--- src/sv/sdspi_pkg.sv ---
// Shared types and constants for the SPI-mode SD card sequencer.
// Used by sdspi_core and sd_spi_init_and_block_read; no dependencies.
package sdspi_pkg;

   // Bytes in one data block (sector); also the CMD16 argument.
   localparam int BLOCK_BYTES = 512;
   // Data counter must hold BLOCK_BYTES itself.
   localparam int DATA_W = $clog2(BLOCK_BYTES + 1);

   // Request kinds
   localparam logic [1:0] KIND_START_INIT = 2'd0;
   localparam logic [1:0] KIND_START_READ = 2'd1;
   localparam logic [1:0] KIND_SLOT_DONE  = 2'd2;

   // Status codes
   localparam logic [1:0] STATUS_BUSY      = 2'd0;
   localparam logic [1:0] STATUS_IDLE      = 2'd1;
   localparam logic [1:0] STATUS_INIT_DONE = 2'd2;
   localparam logic [1:0] STATUS_READ_DONE = 2'd3;

   // Register indexes on the csr port
   localparam logic [1:0] REG_RESPONSE_POLL_LIMIT = 2'd0;
   localparam logic [1:0] REG_COMMAND_RETRY_LIMIT = 2'd1;
   localparam logic [1:0] REG_TOKEN_POLL_LIMIT    = 2'd2;
   localparam logic [1:0] REG_IDLE_CLOCK_BYTES    = 2'd3;

   // Card commands and fixed bytes
   localparam logic [7:0] CMD_GO_IDLE     = 8'h40;
   localparam logic [7:0] CMD_SEND_OP     = 8'h41;
   localparam logic [7:0] CMD_SET_BLOCKLEN = 8'h50;
   localparam logic [7:0] CMD_READ_SINGLE = 8'h51;
   localparam logic [7:0] CRC_GO_IDLE     = 8'h95;
   localparam logic [7:0] CRC_SEND_OP     = 8'hF9;
   localparam logic [7:0] BYTE_IDLE       = 8'hFF;
   localparam logic [7:0] TOKEN_START     = 8'hFE;
   localparam logic [7:0] R1_IDLE_STATE   = 8'h01;
   localparam logic [7:0] R1_READY        = 8'h00;

   typedef enum logic [2:0] {
      PH_IDLE,
      PH_CLOCKS,
      PH_FRAME,
      PH_R1,
      PH_TAIL,
      PH_TOKEN,
      PH_DATA,
      PH_TRAILER
   } phase_type;

   typedef struct packed {
      logic       slot_request;
      logic [7:0] mosi_byte;
      logic       card_deselect;
      logic       read_valid;
      logic [7:0] read_byte;
      logic [1:0] status;
      logic       timed_out;
      logic [7:0] last_response;
   } rsp_type;

endpackage

--- src/sv/sd_spi_init_and_block_read.sv ---
// Top level of the SPI-mode SD card init and block read sequencer.
// Holds the request and result registers; depends on sdspi_pkg, sdspi_core.
//
// Usage:
//  - req_ channel: one transfer per SPI byte slot event. Kind START_INIT
//    or START_READ (with req_sector) begins a sequence while idle; kind
//    SLOT_DONE hands back the MISO byte of the slot just exchanged.
//  - rsp_ channel: exactly one transfer per request. It names the next
//    slot (rsp_slot_request, rsp_mosi_byte, rsp_card_deselect), a sector
//    data byte when rsp_read_valid, plus status, timeout flag and last R1.
//  - csr_ port: plain register writes, only while no transfer is in
//    flight (both registers empty).
//  - Path: a request passes the request register, then the result register;
//    rsp_stall can hold it in either.
//  - Throughput: one transfer per cycle while rsp_stall is low; the single-pass next-state logic
//    in sdspi_core is the only work between the two registers. In system
//    use each slot event follows an 8-bit SPI exchange.
//  - rsp_stall holds the result register; the request register then
//    fills and req_stall rises until the result moves on.
//  - Reset (synchronous): sequencer idle, limits at default values,
//    both registers empty.
module sd_spi_init_and_block_read (
   input  logic        clock,
   input  logic        reset,
   // configuration
   input  logic        csr_wr_en,
   input  logic [1:0]  csr_index,
   input  logic [15:0] csr_data,
   // request channel
   input  logic        req_valid,
   output logic        req_stall,
   input  logic [1:0]  req_kind,
   input  logic [22:0] req_sector,
   input  logic [7:0]  req_miso_byte,
   // result channel
   output logic        rsp_valid,
   input  logic        rsp_stall,
   output logic        rsp_slot_request,
   output logic [7:0]  rsp_mosi_byte,
   output logic        rsp_card_deselect,
   output logic        rsp_read_valid,
   output logic [7:0]  rsp_read_byte,
   output logic [1:0]  rsp_status,
   output logic        rsp_timed_out,
   output logic [7:0]  rsp_last_response
);
   import sdspi_pkg::*;

   // request register
   logic        in_valid_ff, in_valid_in;
   logic [1:0]  in_kind_ff;
   logic [22:0] in_sector_ff;
   logic [7:0]  in_miso_ff;

   // result register
   logic        out_valid_ff, out_valid_in;
   rsp_type     out_ff;
   rsp_type     core_result;

   logic out_ready;   // result register can take a new transfer
   logic advance;     // request register moves into the sequencer
   logic accept;      // request transfer this cycle

   assign out_ready = !out_valid_ff || !rsp_stall;
   assign advance   = in_valid_ff && out_ready;
   assign req_stall = in_valid_ff && !out_ready;
   assign accept    = req_valid && !req_stall;

   always_comb begin
      in_valid_in = in_valid_ff;
      if (accept)
         in_valid_in = 1'b1;
      else if (advance)
         in_valid_in = 1'b0;
   end

   assign out_valid_in = advance || (out_valid_ff && rsp_stall);

   always_ff @(posedge clock) begin
      if (reset) begin
         in_valid_ff  <= 1'b0;
         out_valid_ff <= 1'b0;
      end else begin
         in_valid_ff  <= in_valid_in;
         out_valid_ff <= out_valid_in;
      end
   end

   // payloads, no reset
   always_ff @(posedge clock) begin
      if (accept) begin
         in_kind_ff   <= req_kind;
         in_sector_ff <= req_sector;
         in_miso_ff   <= req_miso_byte;
      end
      if (advance)
         out_ff <= core_result;
   end

   sdspi_core u_core (
      .clock     (clock),
      .reset     (reset),
      .csr_wr_en (csr_wr_en),
      .csr_index (csr_index),
      .csr_data  (csr_data),
      .step      (advance),
      .kind      (in_kind_ff),
      .sector    (in_sector_ff),
      .miso_byte (in_miso_ff),
      .result    (core_result)
   );

   assign rsp_valid         = out_valid_ff;
   assign rsp_slot_request  = out_ff.slot_request;
   assign rsp_mosi_byte     = out_ff.mosi_byte;
   assign rsp_card_deselect = out_ff.card_deselect;
   assign rsp_read_valid    = out_ff.read_valid;
   assign rsp_read_byte     = out_ff.read_byte;
   assign rsp_status        = out_ff.status;
   assign rsp_timed_out     = out_ff.timed_out;
   assign rsp_last_response = out_ff.last_response;

   // a slot is requested exactly while the sequencer reports busy
   a_busy_slot: assert property (@(posedge clock) disable iff (reset)
      rsp_valid |-> (rsp_slot_request == (rsp_status == STATUS_BUSY)))
      else $error("slot request and busy status disagree");

   // a data byte always leaves more slots to run
   a_data_slot: assert property (@(posedge clock) disable iff (reset)
      rsp_valid && rsp_read_valid |-> rsp_slot_request)
      else $error("data byte without a following slot");

   // nothing reaches the result register without a held request
   a_adv_src: assert property (@(posedge clock) disable iff (reset)
      !in_valid_ff && !(out_valid_ff && rsp_stall) |=> !rsp_valid)
      else $error("result without a request");

endmodule

--- src/sv/sdspi_core.sv ---
// Sequencer state, configuration registers and per-slot next-state logic.
// Depends on sdspi_pkg.
module sdspi_core (
   input  logic                clock,
   input  logic                reset,
   input  logic                csr_wr_en,
   input  logic [1:0]          csr_index,
   input  logic [15:0]         csr_data,
   input  logic                step,
   input  logic [1:0]          kind,
   input  logic [22:0]         sector,
   input  logic [7:0]          miso_byte,
   output sdspi_pkg::rsp_type  result
);
   import sdspi_pkg::*;

   // configuration
   logic [7:0]  rpl_ff;
   logic [15:0] crl_ff;
   logic [15:0] tpl_ff;
   logic [7:0]  icb_ff;
   logic [7:0]  rpl_eff;
   logic [15:0] crl_eff;
   logic [15:0] tpl_eff;
   logic [7:0]  icb_eff;

   // sequencer state
   phase_type         phase_ff, phase_in;
   logic [3:0]        pos_ff, pos_in, pos_inc;
   logic [7:0]        cmd_ff, cmd_in;
   logic [31:0]       arg_ff, arg_in;
   logic              keep_ff, keep_in;
   logic [15:0]       retry_ff, retry_in, retry_inc;
   logic [15:0]       poll_ff, poll_in, poll_inc;
   logic [DATA_W-1:0] data_ff, data_in, data_inc;
   logic              tmo_ff, tmo_in;
   logic [7:0]        resp_ff, resp_in;

   logic [1:0]  done_code;
   logic        rvalid;
   logic [7:0]  rbyte;
   logic        r1_ok;
   logic [31:0] read_arg;

   assign rpl_eff = (rpl_ff == 8'd0)  ? 8'd1  : rpl_ff;
   assign crl_eff = (crl_ff == 16'd0) ? 16'd1 : crl_ff;
   assign tpl_eff = (tpl_ff == 16'd0) ? 16'd1 : tpl_ff;
   assign icb_eff = (icb_ff == 8'd0)  ? 8'd1  : icb_ff;

   assign pos_inc   = pos_ff + 4'd1;
   assign retry_inc = retry_ff + 16'd1;
   assign poll_inc  = poll_ff + 16'd1;
   assign data_inc  = data_ff + DATA_W'(1);

   // byte address; sector * BLOCK_BYTES always fits in 32 bits
   assign read_arg = 32'({9'd0, sector} * 32'(BLOCK_BYTES));

   assign r1_ok = (cmd_ff == CMD_GO_IDLE) ? (resp_ff == R1_IDLE_STATE)
                                          : (resp_ff == R1_READY);

   always_ff @(posedge clock) begin
      if (reset) begin
         rpl_ff <= 8'd8;
         crl_ff <= 16'hFFFF;
         tpl_ff <= 16'hFFFF;
         icb_ff <= 8'd10;
      end else if (csr_wr_en) begin
         unique case (csr_index)
            REG_RESPONSE_POLL_LIMIT: rpl_ff <= csr_data[7:0];
            REG_COMMAND_RETRY_LIMIT: crl_ff <= csr_data;
            REG_TOKEN_POLL_LIMIT:    tpl_ff <= csr_data;
            REG_IDLE_CLOCK_BYTES:    icb_ff <= csr_data[7:0];
            default:                 rpl_ff <= rpl_ff;
         endcase
      end
   end

   // next state
   always_comb begin
      phase_in  = phase_ff;
      pos_in    = pos_ff;
      cmd_in    = cmd_ff;
      arg_in    = arg_ff;
      keep_in   = keep_ff;
      retry_in  = retry_ff;
      poll_in   = poll_ff;
      data_in   = data_ff;
      tmo_in    = tmo_ff;
      resp_in   = resp_ff;
      done_code = STATUS_BUSY;
      rvalid    = 1'b0;
      rbyte     = 8'd0;
      if (phase_ff == PH_IDLE) begin
         if (kind == KIND_START_INIT) begin
            tmo_in   = 1'b0;
            retry_in = 16'd0;
            poll_in  = 16'd0;
            phase_in = PH_CLOCKS;
         end else if (kind == KIND_START_READ) begin
            tmo_in   = 1'b0;
            retry_in = 16'd0;
            cmd_in   = CMD_READ_SINGLE;
            arg_in   = read_arg;
            keep_in  = 1'b1;
            pos_in   = 4'd0;
            phase_in = PH_FRAME;
         end
      end else if (kind == KIND_SLOT_DONE) begin
         unique case (phase_ff)
            PH_CLOCKS: begin
               poll_in = poll_inc;
               if (poll_inc >= {8'd0, icb_eff}) begin
                  retry_in = 16'd0;
                  cmd_in   = CMD_GO_IDLE;
                  arg_in   = 32'd0;
                  keep_in  = 1'b0;
                  pos_in   = 4'd0;
                  phase_in = PH_FRAME;
               end
            end
            PH_FRAME: begin
               pos_in = pos_inc;
               if (pos_inc >= 4'd9) begin
                  phase_in = PH_R1;
                  poll_in  = 16'd0;
               end
            end
            PH_R1: begin
               resp_in = miso_byte;
               poll_in = poll_inc;
               if (!miso_byte[7]) begin
                  phase_in = PH_TAIL;
                  pos_in   = 4'd0;
               end else if (poll_inc >= {8'd0, rpl_eff}) begin
                  tmo_in   = 1'b1;
                  phase_in = PH_TAIL;
                  pos_in   = 4'd0;
               end
            end
            PH_TAIL: begin
               pos_in = pos_inc;
               if ((keep_ff && pos_inc >= 4'd1) || pos_inc >= 4'd4) begin
                  if (cmd_ff == CMD_READ_SINGLE) begin
                     phase_in = PH_TOKEN;
                     poll_in  = 16'd0;
                  end else if (!r1_ok && retry_inc < crl_eff) begin
                     // retry same command
                     retry_in = retry_inc;
                     keep_in  = 1'b0;
                     pos_in   = 4'd0;
                     phase_in = PH_FRAME;
                  end else begin
                     if (!r1_ok) tmo_in = 1'b1;
                     retry_in = 16'd0;
                     keep_in  = 1'b0;
                     pos_in   = 4'd0;
                     if (cmd_ff == CMD_GO_IDLE) begin
                        cmd_in   = CMD_SEND_OP;
                        arg_in   = 32'd0;
                        phase_in = PH_FRAME;
                     end else if (cmd_ff == CMD_SEND_OP) begin
                        cmd_in   = CMD_SET_BLOCKLEN;
                        arg_in   = 32'(BLOCK_BYTES);
                        phase_in = PH_FRAME;
                     end else begin
                        pos_in    = pos_inc;
                        keep_in   = keep_ff;
                        phase_in  = PH_IDLE;
                        done_code = STATUS_INIT_DONE;
                     end
                  end
               end
            end
            PH_TOKEN: begin
               poll_in = poll_inc;
               if (miso_byte == TOKEN_START) begin
                  phase_in = PH_DATA;
                  data_in  = '0;
               end else if (poll_inc >= tpl_eff) begin
                  tmo_in   = 1'b1;
                  phase_in = PH_DATA;
                  data_in  = '0;
               end
            end
            PH_DATA: begin
               rvalid  = 1'b1;
               rbyte   = miso_byte;
               data_in = data_inc;
               if (data_inc >= DATA_W'(BLOCK_BYTES)) begin
                  phase_in = PH_TRAILER;
                  pos_in   = 4'd0;
               end
            end
            PH_TRAILER: begin
               pos_in = pos_inc;
               if (pos_inc >= 4'd6) begin
                  phase_in  = PH_IDLE;
                  done_code = STATUS_READ_DONE;
               end
            end
            default: phase_in = PH_IDLE;
         endcase
      end
   end

   // result for this slot, taken from the updated state
   always_comb begin
      result.read_valid    = rvalid;
      result.read_byte     = rbyte;
      result.timed_out     = tmo_in;
      result.last_response = resp_in;
      result.mosi_byte     = BYTE_IDLE;
      result.card_deselect = 1'b0;
      if (phase_in == PH_IDLE) begin
         result.slot_request  = 1'b0;
         result.card_deselect = 1'b1;
         result.status = (done_code != STATUS_BUSY) ? done_code : STATUS_IDLE;
      end else begin
         result.slot_request = 1'b1;
         result.status       = STATUS_BUSY;
         unique case (phase_in)
            PH_CLOCKS:  result.card_deselect = 1'b1;
            PH_FRAME: begin
               unique case (pos_in)
                  4'd3:    result.mosi_byte = cmd_in;
                  4'd4:    result.mosi_byte = arg_in[31:24];
                  4'd5:    result.mosi_byte = arg_in[23:16];
                  4'd6:    result.mosi_byte = arg_in[15:8];
                  4'd7:    result.mosi_byte = arg_in[7:0];
                  4'd8: begin
                     if (cmd_in == CMD_GO_IDLE)
                        result.mosi_byte = CRC_GO_IDLE;
                     else if (cmd_in == CMD_SEND_OP)
                        result.mosi_byte = CRC_SEND_OP;
                     else
                        result.mosi_byte = BYTE_IDLE;
                  end
                  default: result.mosi_byte = BYTE_IDLE;
               endcase
            end
            PH_TAIL:    result.card_deselect = (pos_in >= 4'd1);
            PH_TRAILER: result.card_deselect = (pos_in >= 4'd3);
            default:    result.card_deselect = 1'b0;
         endcase
      end
   end

   always_ff @(posedge clock) begin
      if (reset) begin
         phase_ff <= PH_IDLE;
         pos_ff   <= 4'd0;
         cmd_ff   <= 8'd0;
         arg_ff   <= 32'd0;
         keep_ff  <= 1'b0;
         retry_ff <= 16'd0;
         poll_ff  <= 16'd0;
         data_ff  <= '0;
         tmo_ff   <= 1'b0;
         resp_ff  <= 8'hFF;
      end else if (step) begin
         phase_ff <= phase_in;
         pos_ff   <= pos_in;
         cmd_ff   <= cmd_in;
         arg_ff   <= arg_in;
         keep_ff  <= keep_in;
         retry_ff <= retry_in;
         poll_ff  <= poll_in;
         data_ff  <= data_in;
         tmo_ff   <= tmo_in;
         resp_ff  <= resp_in;
      end
   end

   // frame never runs past the CRC byte
   a_frame_pos: assert property (@(posedge clock) disable iff (reset)
      phase_ff == PH_FRAME |-> pos_ff <= 4'd8)
      else $error("frame position beyond CRC byte");

   // data counter stays inside the block
   a_data_cnt: assert property (@(posedge clock) disable iff (reset)
      phase_ff == PH_DATA |-> data_ff < DATA_W'(BLOCK_BYTES))
      else $error("data count beyond block size");

   // tail position stays at three or below
   a_tail_pos: assert property (@(posedge clock) disable iff (reset)
      phase_ff == PH_TAIL |-> pos_ff <= 4'd3)
      else $error("tail position out of range");

endmodule

--- config.mk ---
export PLATFORM = sky130hd
export DESIGN_NAME = sd_spi_init_and_block_read
export DESIGN_NICKNAME = d
export VERILOG_FILES = /design/src/sv/sdspi_pkg.sv /design/src/sv/sd_spi_init_and_block_read.sv /design/src/sv/sdspi_core.sv
export SDC_FILE = /design/constraint.sdc
export NUM_CORES = 1
export LEC_CHECK = 0
export BUFFER_PORTS_ARGS = -buffer_cell sky130_fd_sc_hd__buf_2
export CORE_MARGIN = 10
export CORE_UTILIZATION = 52
export DETAILED_ROUTE_END_ITERATION = 8
export GPL_ROUTABILITY_DRIVEN = 0
export HOLD_SLACK_MARGIN = 0.06
export PLACE_DENSITY = 0.71
export SYNTH_ARGS = -nofsm -noshare
export SYNTH_HDL_FRONTEND = slang
export SYNTH_HIERARCHICAL = 1
export SYNTH_SLANG_ARGS = --single-unit
--- constraint.sdc ---
create_clock -name clock -period 5.95 [get_ports clock]
set_input_delay 0.595 -clock clock [delete_from_list [all_inputs] [get_ports clock]]
set_output_delay 0.595 -clock clock [all_outputs]
set_load 0.02 [all_outputs]
Word level (Yosys, flattened, before mapping). Cells that the tools add are included.

Latch bits: 0. Memory bits (writable): 0. Logic and storage cells: 253. Output and inout port bits: 32. Input port bits: 56. Memory bits (read-only): 0. Memories: 0. Bits in registers: 212.

$mul: 0. Equality and inequality tests: 40. Bitwise logic cells: 4. Magnitude comparators: 11. Divide/modulo/power cells: 0. Shift operators: 0. Multiplexer cells: 123. Add/sub/neg operators: 4. Reductions and logical operators: 43.

Operator list (count): 2-to-1 mux 32 bit (10); 2-to-1 mux 16 bit (16); 2-to-1 mux 8 bit (15); one-hot mux 32 bit (2 select lines) (1); 2-to-1 mux 4 bit (13); 2-to-1 mux 3 bit (17); one-hot mux 16 bit (3 select lines) (1); one-hot mux 8 bit (6 select lines) (1); == test 8 x 7 -> 1 bit (second input constant) (5); adder 16 x 1 -> 16 bit (second input constant) (2); greater-or-equal comparator 16 x 8 -> 1 bit (2); logical NOT 16 bit (2); one-hot mux 16 bit (2 select lines) (1); 2-to-1 mux 1 bit (28); logical NOT 8 bit (3); one-hot mux 3 bit (7 select lines) (1); 2-to-1 mux 10 bit (2); one-hot mux 10 bit (2 select lines) (1); one-hot mux 4 bit (5 select lines) (1); == test 3 bit (second input constant) (6); 2-to-1 mux 2 bit (9); == test 4 x 3 -> 1 bit (second input constant) (4); greater-or-equal comparator 16 bit (1); less-than comparator 16 bit (1); 40 further kinds (82).

Logic depth before layout (Yosys ltp). Gate-level depths: netlist (run 1).

Depth in word-level cells: 14. Mapped depth: 20. Depth with buffers taken out: 19.

Cells and area by module. The synthesis (run 1) kept the hierarchy.

Modules (own cells, without submodules): sdspi_core (times used 1, seq. area each 2942.8 sq um, area each 9177.6 sq um, cells an instance 1162); sd_spi_init_and_block_read (times used 1, seq. area each 1931.9 sq um, area each 1978.1 sq um, cells an instance 73).

Worst setup path before layout (run 1). Ideal clock, no wire load.

Path kind: register to register. Start: register u_core.retry_ff[0]. End: register out_ff, in the netlist rsp_mosi_byte[5] (data pin). Data required time: 5676 ps. Setup time: 274 ps. Stages on the path, launching flop included: 20. Path buffers: 0. Data arrival time: 4219 ps. Slack: 1457 ps. Clock period less this slack: 4493 ps. Cell sequence: dfxtp_1 ha_1 and3_1 and3_1 and3_1 and3_1 and3_1 nand3_1 xnor2_1 ha_1 a21oi_1 nand2_1 a221oi_1 o21a_1 a21oi_2 a221oi_2 and4_1 nand4_1 a21oi_1 o311ai_1.

Word-level cells in the longest chain between the ends: 12. Elaborated cells on any way between the ends: 40. Classes of those cells: add/sub (1); order compare (1); eq/ne (8); mux (26); bitwise (1); reduce/logical (3).

Ends and longest elaborated chain: start, declared (RTL line sdspi_core.sv:33) `logic [15:0] retry_ff, retry_in, retry_inc;`; start signal, assigned (RTL line sdspi_core.sv:266) `retry_ff <= retry_in;`; adder 16 x 1 -> 16 bit * (RTL line sdspi_core.sv:51) `assign retry_inc = retry_ff + 16'd1;`; less-than comparator 16 bit * (RTL line sdspi_core.sv:146) `end else if (!r1_ok && retry_inc < crl_eff) begin`; logical AND 1 bit * (RTL line sdspi_core.sv:146); 2-to-1 mux 8 bit / 2-to-1 mux 3 bit (equally long branches) (RTL line sdspi_core.sv:146); 2-to-1 mux 8 bit / 2-to-1 mux 3 bit (equally long branches) (RTL line sdspi_core.sv:143) `if (cmd_ff == CMD_READ_SINGLE) begin`; 2-to-1 mux 8 bit / 2-to-1 mux 3 bit (equally long branches) (RTL line sdspi_core.sv:142) `if ((keep_ff && pos_inc >= 4'd1) || pos_inc >= 4'd4) begin`; one-hot mux 8 bit (2 select lines) / one-hot mux 3 bit (7 select lines) (equally long branches) (RTL line sdspi_core.sv:109) `unique case (phase_ff)`; 2-to-1 mux 8 bit / 2-to-1 mux 3 bit (equally long branches) (RTL line sdspi_core.sv:108) `end else if (kind == KIND_SLOT_DONE) begin`; 2-to-1 mux 8 bit / 2-to-1 mux 3 bit (equally long branches) (RTL line sdspi_core.sv:93) `if (phase_ff == PH_IDLE) begin`; == test 8 x 7 -> 1 bit / == test 3 x 2 -> 1 bit (equally long branches) (RTL line sdspi_core.sv:231, sdspi_core.sv:221); 2-to-1 mux 7 bit / inverter 1 bit (equally long branches); one-hot mux 8 bit (6 select lines) / OR reduction 2 bit (equally long branches); end signal, assigned (RTL line sd_spi_init_and_block_read.sv:97) `out_ff <= core_result;`; end, declared (RTL line sd_spi_init_and_block_read.sv:57) `rsp_type out_ff;`.

Mark *: on every way between the ends. The rest lies on a longest branch, timed or not. A chain may end at the register's enable or synchronous reset.

Worst setup path in the final report (run 1).
Start: register u_core.retry_ff[0]. End: register out_ff, in the netlist rsp_mosi_byte[7] (data pin).

Word-level cells in the longest chain between the ends: 12. Elaborated cells on any way between the ends: 38. Classes of those cells: add/sub (1); order compare (1); eq/ne (7); mux (25); bitwise (1); reduce/logical (3).

Ends and longest elaborated chain (RTL line): adder 16 x 1 -> 16 bit * (sdspi_core.sv:51); less-than comparator 16 bit * (sdspi_core.sv:146); logical AND 1 bit * (sdspi_core.sv:146); parallel branches: the longest is 9 deep, another holds one-hot mux 8 bit (6 select lines).

Every way passes the cells marked *.

==> reports/metrics.yaml, run 1 <==
port_buffers: 87
ir_worst_vdd_mv: 0.231
ys_warn_count: 6
drtPass1Iterations: 6
synth_ff_type: "dfxtp_1"
start_util: 0.529
path_cells: "and3_1 -> and3_1 -> and3_1 -> and3_1 -> and3_1 -> and3_1 -> nand3_1 -> xnor2_1 -> ha_1 -> nand4_1 -> a2111o_1 -> o21a_1 -> a21oi_2 -> o22a_1 -> a221oi_1 -> a2111oi_0 -> o21ai_1 -> o311ai_1"
slowest_stage: "a2111oi_0"
crit_fanout: 14
drv_slew: 0
cts_buffers: 23
dp_hpwl_microns: 19600
cts_tree: "done"
cts_max_level: 1
antenna_cells: 0
cts_setup_buffers: 0
tightest_slew_ns: 1.05
syn2layout_area_growth_pct: 11.1
fin_setup_tns_ns: 0
skew_ns: 0.0207
via_per_inst: 5.90
syn_inst: 1235
clk_latency_ns: 0.52
wl_met1_microns: 12500
layout-drive-gt1-share: 0.125
fmaxAchievable_mhz: 195
cts_buffer_depth: 3
worst-path-buf-inv: 0
grt-ovfl-total: 0
seq_area_frac_synth: 0.437
rows: 53
cts.sinks: 212
worstSetupPathType: "flop to flop"
slew_headroom: 0.302
cp-end-kind: "flop"
nets: 1393
ys_types: 84
post-route-drc-count: 0
root_buffer: "clkbuf_16"
grt_max_degree: 73
wl_microns: 27500
leakage_nw: 5.14
cts_resized: 0
core-area_sq_um: 21100
die-area_sq_um: 27700
worst_ep_required_time_ns: 6.28
cap_violations: 0
antenna_found_initial: 0
cp_common_cell: "and3_1"
drtIter0Drc: 836
synth_nets: 1343
fin_crit_sh: 0.864
arrival_ns: 5.47
hp-class: "input pin to flop"
ys_seq_elements: 212
dpl_cell_area_sq_um: 11700
avgSynthCellArea_sq_um: 9.03
cp_top_family: "compound AO/OA/AOI/OAI gates"
powerDensity_nw_per_um2: 253
fin_crit_ns: 5.14
synth-edff-count: 63
die_w_microns: 166
ioPinCount: 88
wl_met2_microns: 12900
mappedNetlistArea_sq_um: 11200
detail-route-antenna-nets: 0
dr_wl_met3_microns: 1680
top_layer: "met4"
finish.utilization: 0.588
status: "completed"
grt_pass1_vias: 8864
n_fill_cell: 1870
num_vias: 9293
grt_pass1_wl_microns: 45300
ctsHoldBuffers: 0
die_h_microns: 166
slowest_delay_ns: 0.53
grt_setup_unrepaired: "false"
synth-async-reset-ratio: 0
grt_usage: 0.189
totalPowerFinal_mw: 3.13
hold_violations: 0
setup_viol_count_final: 0
routedWlPerCell_microns: 17.5
critPathLaunchType: "flop"
final_area_sq_um: 12400
path_clk_slew_ns: 0.07
==> layout make-up <==
cell class / instances / area (sq um) / share of cell area
timing repair buffer: 94 / 490 / 0.0396
inverter: 62 / 233 / 0.0188
clock inverter: 9 / 61.3 / 0.00495
clock buffer: 31 / 616 / 0.0497
tap: 275 / 344 / 0.0278
multi-input combinational: 892 / 5780 / 0.466
sequential: 212 / 4870 / 0.393
==> cells in the mapped netlist, drive strengths merged, types with 4 or more instances <==
cell     count  area [sq um]
a22oi       23           173
nand2      113           424
and4         7          61.3
a221oi       7          67.6
a211oi      19           143
dfxtp      149          2980
o21ai       46           241
a21oi       77           393
inv         60           225
and2        21           134
xor2        26           228
a21boi       6          45.0
mux2i       20           200
a41o         4          40.0
a31oi        7          43.8
a21o         7          52.6
nor2       151           574
ha          52           651
clkbuf      53           199
mux2        11           124
o2111ai      4          35.0
nor2b       10          62.6
nand4       19           125
a211o       18           158
nor3        15          80.1
xnor2       15           131
edfxtp      63          1890
buf         16          88.8
nand2b      11          68.8
nand3b      34           255
nand3       30           160
o221ai       4          35.0
o31ai        4          30.0
o21a         5          37.5
nor3b        4          30.0
nor4        18           113
a32oi       15           131
o311ai       4          35.0
and3        31           194
or2          4          25.0
o211ai       7          52.6
==> layout by cell type (no fill, tap or decap), types with 8 or more instances in the layout <==
| cell type | count |
|---|---|
| dfxtp_1 | 149 |
| nor4_1 | 18 |
| xnor2_1 | 15 |
| mux2i_1 | 20 |
| o21ai_0 | 41 |
| inv_1 | 60 |
| nor2_1 | 149 |
| buf_2 | 86 |
| edfxtp_1 | 63 |
| buf_4 | 8 |
| nor3_1 | 14 |
| a211oi_1 | 19 |
| a21oi_1 | 75 |
| xor2_1 | 26 |
| nand2_1 | 113 |
| nand4_1 | 18 |
| ha_1 | 52 |
| mux2_2 | 10 |
| and3_1 | 31 |
| clkbuf_16 | 23 |
| a22oi_1 | 23 |
| nand3_1 | 28 |
| a211o_1 | 18 |
| nor2b_1 | 10 |
| and2_1 | 19 |
| nand2b_1 | 11 |
| a32oi_1 | 15 |
| nand3b_1 | 34 |
==> cells by family (layout without fill, tap and decap cells) <==
family,Yosys count,after routing,synth area share
AOI/OAI and AO/OA,287,287,0.180
muxes,31,31,0.0290
xor gates and xnor gates,41,41,0.0322
buffers and inverters,131,196,0.0467
DFF,212,212,0.437
adders and majority gates,52,52,0.0583
and+or+nand+nor,481,481,0.217
==> state kept, by name, summed over array words and instances, names as in the netlist, 4 cells and up <==
register           count
in_miso_ff             8
rsp_mosi_byte          8
u_core/pos_ff          4
u_core/retry_ff       16
u_core/rpl_ff          8
rsp_last_response      8
rsp_read_byte          8
u_core/poll_ff        16
u_core/data_ff        10
u_core/resp_ff         8
u_core/cmd_ff          8
u_core/crl_ff         16
in_sector_ff          23
u_core/tpl_ff         16
u_core/icb_ff          8
u_core/arg_ff         32
==> worst paths after layout <==
kind,from,end,slack (ns),cells after the start
worst max-delay path,u_core/retry_ff[0],rsp_mosi_byte[7],0.81,18
worst min-delay path,req_sector[1],in_sector_ff[1],0.25,1
worst max register to register,u_core/retry_ff[0],rsp_mosi_byte[7],0.81,18
worst min register to register,u_core/icb_ff[7],u_core/icb_ff[7],0.45,2
==> per-stage QoR <==
step / setup WS [ns] / hold slack [ns] / std cells
floorplan: 1.46 / 0.424 / 1235
global placement: 1.01 / 0.443 / 1535
detailed placement: 0.899 / 0.446 / 1535
CTS: 0.879 / 0.233 / 1575
global route: 0.286 / 0.228 / 1575
finish: 0.810 / 0.247 / 1575
==> metal layers <==
layer  track usage  vias up
li1              -     4590
met1         0.255     4364
met2         0.311      298
met3        0.0297       41
met4        0.0454        0
met5             0        -
==> report_power, final <==
group / internal [mW] / switching [mW]
registers: 1.53 / 0.0346
logic: 0.0903 / 0.166
clock network: 0.729 / 0.578
total: 2.35 / 0.778
(Power assumes the default switching activity.)
==> run 2: changes to the inputs <==
--- a/config.mk
+++ b/config.mk
@@ -6,6 +6,8 @@
 export NUM_CORES = 1
 export LEC_CHECK = 0
 export BUFFER_PORTS_ARGS = -buffer_cell sky130_fd_sc_hd__buf_2
+export CAP_MARGIN = 20
+export CORE_ASPECT_RATIO = 0.7
 export CORE_MARGIN = 10
 export CORE_UTILIZATION = 52
 export DETAILED_ROUTE_END_ITERATION = 8
==> run 2 against run 1 <==
Wire length grew 5.4%; clock-buffer cell count shrank 8; clock power is essentially flat; power grew 1.7%; die area grew 0.34%; hold slack gained 0.015 ns; first-iteration DRC count grew 24%.
==> reports/metrics.yaml, run 2 (synthesized netlist as in run 1, its figures left out) <==
top_layer: "met4"
worstSetupPathType: "flop to flop"
rows: 44  # -17%
regMostFlops: "u_core/arg_ff"
grt_setup_unrepaired: "false"
cts_max_level: 1  # unchanged
r2r_slack_ns: 0.74  # -0.07 ns
cts_buffers: 21  # -8.7%
skew_ns: 0.0133  # -0.00738 ns
leakage_nw: 5.19  # +0.97%
netSwitchingPower_mw: 0.775  # -0.36%
ioPinCount: 88  # unchanged
tightest_slew_ns: 1.09  # +0.0455 ns
status: "completed"
cts_setup_buffers: 0  # unchanged
grt_pass1_wl_microns: 46600  # +2.9%
switching_share: 0.244  # -0.00493
p_clk_frac: 0.422  # +0.005
largest_reg_flops: 32  # unchanged
num_vias: 9436  # +1.5%
root_buffer: "clkbuf_16"
slew_headroom: 0.269  # -0.0330
fin_crit_sh: 0.875  # +0.0114
grt_pass1_vias: 8638  # -2.5%
instances_no_fill: 1580  # +0.32%
path_clk_slew_ns: 0.06  # about the same
reg_top3: "u_core/arg_ff x32, in_sector_ff x23"
cts.sinks: 212  # unchanged
grt_usage: 0.200  # +0.0108
dp_cells: 1539  # +0.26%
post-route-drc-count: 0  # unchanged
most-common-layout-cells: "nor2_1, dfxtp_1, nand2_1"
dp_hpwl_microns: 21000  # +7.5%
detail-route-antenna-nets: 0  # unchanged
drtIter0Drc: 1036  # +24%
multiInputGateArea_sq_um: 5780  # unchanged
n_fill_cell: 1826  # -2.4%
dr_wl_met3_microns: 2580  # +54%
fin_crit_ns: 5.21  # +0.0680 ns
core-area_sq_um: 20900  # -0.79%
fmaxAchievable_mhz: 192  # -1.3%
cts_tree: "done"
dp_worst_setup_slack_ns: 0.823  # -0.0759 ns
cp-end-kind: "flop"
drv_slew: 0  # unchanged
grt_max_degree: 63  # -14%
start_util: 0.533  # +0.00424
routedWlPerCell_microns: 18.4  # +5.1%
layout-drive-gt1-share: 0.127  # +0.00278
cap_violations: 0  # unchanged
die_h_microns: 143  # -14%
seq_area_sq_um: 4870  # unchanged
whs_ns: 0.262  # +0.0151 ns
drtPass1Iterations: 5  # -1
power.internal_mw: 2.41  # +2.3%
setup_viol_count_final: 0  # unchanged
crit_fanout: 14  # unchanged
cts_buffer_depth: 3  # unchanged
nets: 1396  # +0.22%
arrival_ns: 5.54  # +0.07 ns
via_per_inst: 5.97  # +1.2%
grt-ovfl-total: 0  # unchanged
p_seq_frac: 0.493  # -0.008
wl_microns: 29000  # +5.4%
die_w_microns: 195  # +17%
die-area_sq_um: 27800  # +0.34%
clk_latency_ns: 0.51  # about the same
ctsHoldBuffers: 0  # unchanged
port_buffers: 87  # unchanged
finalWorstSetupSlack_ns: 0.742  # -0.0680 ns
worst_ep_required_time_ns: 6.28  # about the same
wl_met1_microns: 14200  # +14%
syn2layout_area_growth_pct: 12.0
fin_setup_tns_ns: 0  # unchanged
powerDensity_nw_per_um2: 255  # +0.90%
hp-class: "input pin to flop"
antenna_found_initial: 1  # +1
ir_worst_vdd_mv: 0.212  # -8.4%
hold_violations: 0  # unchanged
p_comb_frac: 0.085  # +0.003
cts_resized: 0  # unchanged
wl_met2_microns: 11800  # -8.0%
critPathLaunchType: "flop"
==> run 2: cell count changes in the layout (fill, tap and decap cells not counted), sizes merged <==
cell and change:
buf +5, bufinv +3, clkbuf -8, clkinv +4, clkinvlp -1, diode +1
==> run 2: power groups by stage <==
stage | combinational (mW) | clock (mW) | sequential, mW
final | 0.270 | 1.34 | 1.57
after global routing | 0.297 | 1.43 | 1.57
after CTS | 0.262 | 1.37 | 1.57
after detailed placement | 0.261 | 0 | 1.60
after global placement | 0.256 | 0 | 1.60
after floorplan | 0.177 | 0 | 1.59
==> run 2: per-stage QoR <==
step | power, mW | util | cell area [sq um]
final | 3.18 | 0.597 | 12500
after global routing | 3.30 | 0.597 | 12500
after CTS | 3.20 | 0.594 | 12400
after detailed placement | 1.86 | 0.561 | 11700
after global placement | 1.86 | 0.561 | 11700
after floorplan | 1.77 | - | 11200
==> run 2: area by class of cell <==
type	count	share of cell area
antenna	1	0.000200
clock buffer	23	0.0427
clock inverter	15	0.0124
inverter	62	0.0186
multi-input combinational	892	0.463
sequential	212	0.390
tap	276	0.0276
timing repair buffer	99	0.0455
==> run 2: worst max-delay path, cell delays in order, from the launching register on <==
cell and delay (ns):
dfxtp_1 0.40, ha_1 0.25, and3_1 0.25, and3_1 0.26, and3_1 0.25, and3_1 0.25
and3_1 0.26, nand3_1 0.11, xnor2_1 0.15, ha_1 0.33, nand4_1 0.12, a2111o_1 0.44
o21a_1 0.24, a21oi_2 0.31, o22a_1 0.50, a221oi_1 0.10, a2111oi_0 0.55, o21ai_1 0.14
o311ai_1 0.11
==> run 2: per-layer routing <==
layer | track usage | vias up
li1 | - | 4592
met1 | 0.305 | 4393
met2 | 0.280 | 415
met3 | 0.0457 | 36
met4 | 0.0357 | 0
met5 | 0 | -
==> run 2: path summary, 6_finish.rpt <==
| check | to | start | depth (start not counted) |
|---|---|---|---|
| worst max-delay path | rsp_mosi_byte[7] | u_core/retry_ff[0] | 18 |
| worst min-delay path | in_sector_ff[20] | req_sector[20] | 1 |
| worst max register to register | rsp_mosi_byte[7] | u_core/retry_ff[0] | 18 |
| worst min register to register | u_core/icb_ff[2] | u_core/icb_ff[2] | 2 |
==> run 3: changes to the inputs <==
--- a/config.mk
+++ b/config.mk
@@ -10,10 +10,11 @@
 export CORE_ASPECT_RATIO = 0.7
 export CORE_MARGIN = 10
 export CORE_UTILIZATION = 52
+export CTS_CLUSTER_DIAMETER = 40
 export DETAILED_ROUTE_END_ITERATION = 8
 export GPL_ROUTABILITY_DRIVEN = 0
 export HOLD_SLACK_MARGIN = 0.06
-export PLACE_DENSITY = 0.71
+export PLACE_DENSITY = 0.8
 export SYNTH_ARGS = -nofsm -noshare
 export SYNTH_HDL_FRONTEND = slang
 export SYNTH_HIERARCHICAL = 1
==> run 3 against run 2 <==
Sequential share of layout area down 0.52 points; register-to-register slack worse by 0.33 ns; cell area up 1.3%; setup slack worse by 0.33 ns; via count up 3.1%; sequential power about the same; clock-buffer cell count up 9; non-clock buffer count up 1; hold slack worse by 0.030 ns; combinational power about the same; clock power up 16%; flip-flop and latch count unchanged; critical endpoint unchanged.
==> reports/metrics.yaml, run 3 (synthesized netlist as in run 1, its figures left out) <==
worst_ep_required_time_ns: 6.28  # about the same
critPathLaunchType: "flop"
detail-route-antenna-nets: 0  # unchanged
largest_reg_flops: 32  # unchanged
die_h_microns: 143  # unchanged
hp-class: "input pin to flop"
fmaxAchievable_mhz: 181  # -6.0%
grt_setup_unrepaired: "false"
via_per_inst: 6.11  # +2.4%
path_clk_slew_ns: 0.06  # about the same
start_util: 0.533  # unchanged
cp_common_cell: "and3_1"
die_w_microns: 195  # unchanged
whs_endpoint: "in_sector_ff[14]"
grt_usage: 0.201  # +0.000694
grt_pass1_vias: 8916  # +3.2%
arrival_ns: 5.87  # +0.33 ns
cap_violations: 0  # unchanged
powerDensity_nw_per_um2: 268  # +5.1%
antenna_found_initial: 0  # -1
reg_top3: "u_core/arg_ff x32, in_sector_ff x23"
layout-drive-gt1-share: 0.137  # +0.00938
die-area_sq_um: 27800  # unchanged
whs_ns: 0.233  # -0.0297 ns
wl_microns: 29200  # +0.63%
cts_buffer_depth: 3  # unchanged
rr_startpoint: "u_core/retry_ff[0]"
routedWlPerCell_microns: 18.3  # -0.13%
ctsHoldBuffers: 0  # unchanged
post-route-drc-count: 0  # unchanged
crit-reg2reg-capture: "rsp_mosi_byte[7]"
r2r_cells: 18  # unchanged
root_buffer: "clkbuf_16"
whs_path_depth: 1  # unchanged
fin_crit_sh: 0.931  # +0.0556
cts_tree: "done"
cp-end-kind: "flop"
core-area_sq_um: 20900  # unchanged
regMostFlops: "u_core/arg_ff"
most-common-layout-cells: "nor2_1, dfxtp_1, nand2_1"
tightest_slew_ns: 1.05  # -0.0436 ns
cp_top_family: "compound AO/OA/AOI/OAI gates"
grt_pass1_wl_microns: 46900  # +0.58%
clk_latency_ns: 0.54  # +0.03 ns
ioPinCount: 88  # unchanged
drtPass1Iterations: 7  # +2
crit_fanout: 14  # unchanged
num_vias: 9732  # +3.1%
syn2layout_area_growth_pct: 13.5
dp_hpwl_microns: 21100  # +0.46%
slowest_stage: "a2111oi_0"
cts_buffers: 27  # +29%
drtIter0Drc: 1257  # +21%
finalWorstSetupSlack_ns: 0.411  # -0.331 ns
slowest_delay_ns: 0.75  # +0.20 ns
rows: 44  # unchanged
skew_ns: 0.0170  # +0.00368 ns
fin_crit_ns: 5.54  # +0.331 ns
nets: 1403  # +0.50%
antenna_cells: 0  # -1
leakage_nw: 5.28  # +1.7%
fin_setup_tns_ns: 0  # unchanged
cts_resized: 0  # unchanged
cts_max_level: 1  # unchanged
path_cells: "and3_1 -> and3_1 -> and3_1 -> and3_1 -> and3_1 -> and3_1 -> nand3_1 -> xnor2_1 -> ha_1 -> nand4_1 -> a2111o_1 -> o21a_1 -> a21oi_2 -> o22a_1 -> a221oi_1 -> a2111oi_0 -> o21ai_1 -> o311ai_1"
slew_headroom: 0.299  # +0.0301
worst-path-buf-inv: 0  # unchanged
setup_viol_count_final: 0  # unchanged
grt_max_degree: 57  # -9.5%
cts.sinks: 212  # unchanged
hold_violations: 0  # unchanged
r2r_slack_ns: 0.41  # -0.33 ns
totalPowerFinal_mw: 3.39  # +6.5%
dp_worst_setup_slack_ns: 0.623  # -0.200 ns
grt-ovfl-total: 0  # unchanged
worstHoldStart: "req_sector[14]"
ir_worst_vdd_mv: 0.249  # +17%
port_buffers: 87  # unchanged
finish.utilization: 0.605  # +0.00801
cts_setup_buffers: 0  # unchanged
worstSetupPathType: "flop to flop"
status: "completed"
drv_slew: 0  # unchanged
[run 3: cell types whose count changed in the layout (fill, tap and decap cells not counted), sizes merged]
| cell | previous run | this run |
|---|---|---|
| buf | 99 | 100 |
| bufinv | 3 | 0 |
| clkbuf | 23 | 32 |
| clkinv | 12 | 13 |
| diode | 1 | 0 |
| inv | 61 | 66 |
[run 3: area by class of cell]
cell class | count | area [sq um]
Fill cell | 1782 | 8260
Multi-Input combinational cell | 892 | 5780
Sequential cell | 212 | 4870
Clock buffer | 32 | 714
Timing Repair Buffer | 100 | 556
Tap cell | 276 | 345
Inverter | 62 | 233
Clock inverter | 18 | 156
[run 3: worst max path at each step]
stage	from	to	slack, ns	cells past startpoint
after global routing	u_core/retry_ff[0]	rsp_mosi_byte[7]	0.16	18
after global placement	u_core/retry_ff[0]	rsp_mosi_byte[7]	0.93	18
after detailed placement	u_core/retry_ff[0]	rsp_mosi_byte[7]	0.62	18
after floorplan	u_core/retry_ff[0]	rsp_mosi_byte[5]	1.46	19
final	u_core/retry_ff[0]	rsp_mosi_byte[7]	0.41	18
after CTS	u_core/retry_ff[0]	rsp_mosi_byte[7]	0.59	18
[run 3: per-stage QoR]
| step | std cells | instance area (sq um) |
|---|---|---|
| after floorplan | 1235 | 11200 |
| after global placement | 1539 | 11700 |
| after detailed placement | 1539 | 11700 |
| after CTS | 1589 | 12600 |
| after global routing | 1592 | 12700 |
| final | 1592 | 12700 |
[run 3: routing by layer]
metal | vias up | global-route usage | share of wire
met1 | 4597 | 0.299 | 0.46
met4 | 0 | 0.0445 | 0.019
met2 | 458 | 0.287 | 0.42
met5 | - | 0 | 0
li1 | 4622 | - | -
met3 | 55 | 0.0454 | 0.10
[run 3: report_power, final]
part	leakage [nW]	internal [mW]	switching [mW]
Clock	0.429	0.885	0.667
Combinational	3.08	0.0944	0.173
Sequential	1.77	1.53	0.0380
Total	5.28	2.51	0.877
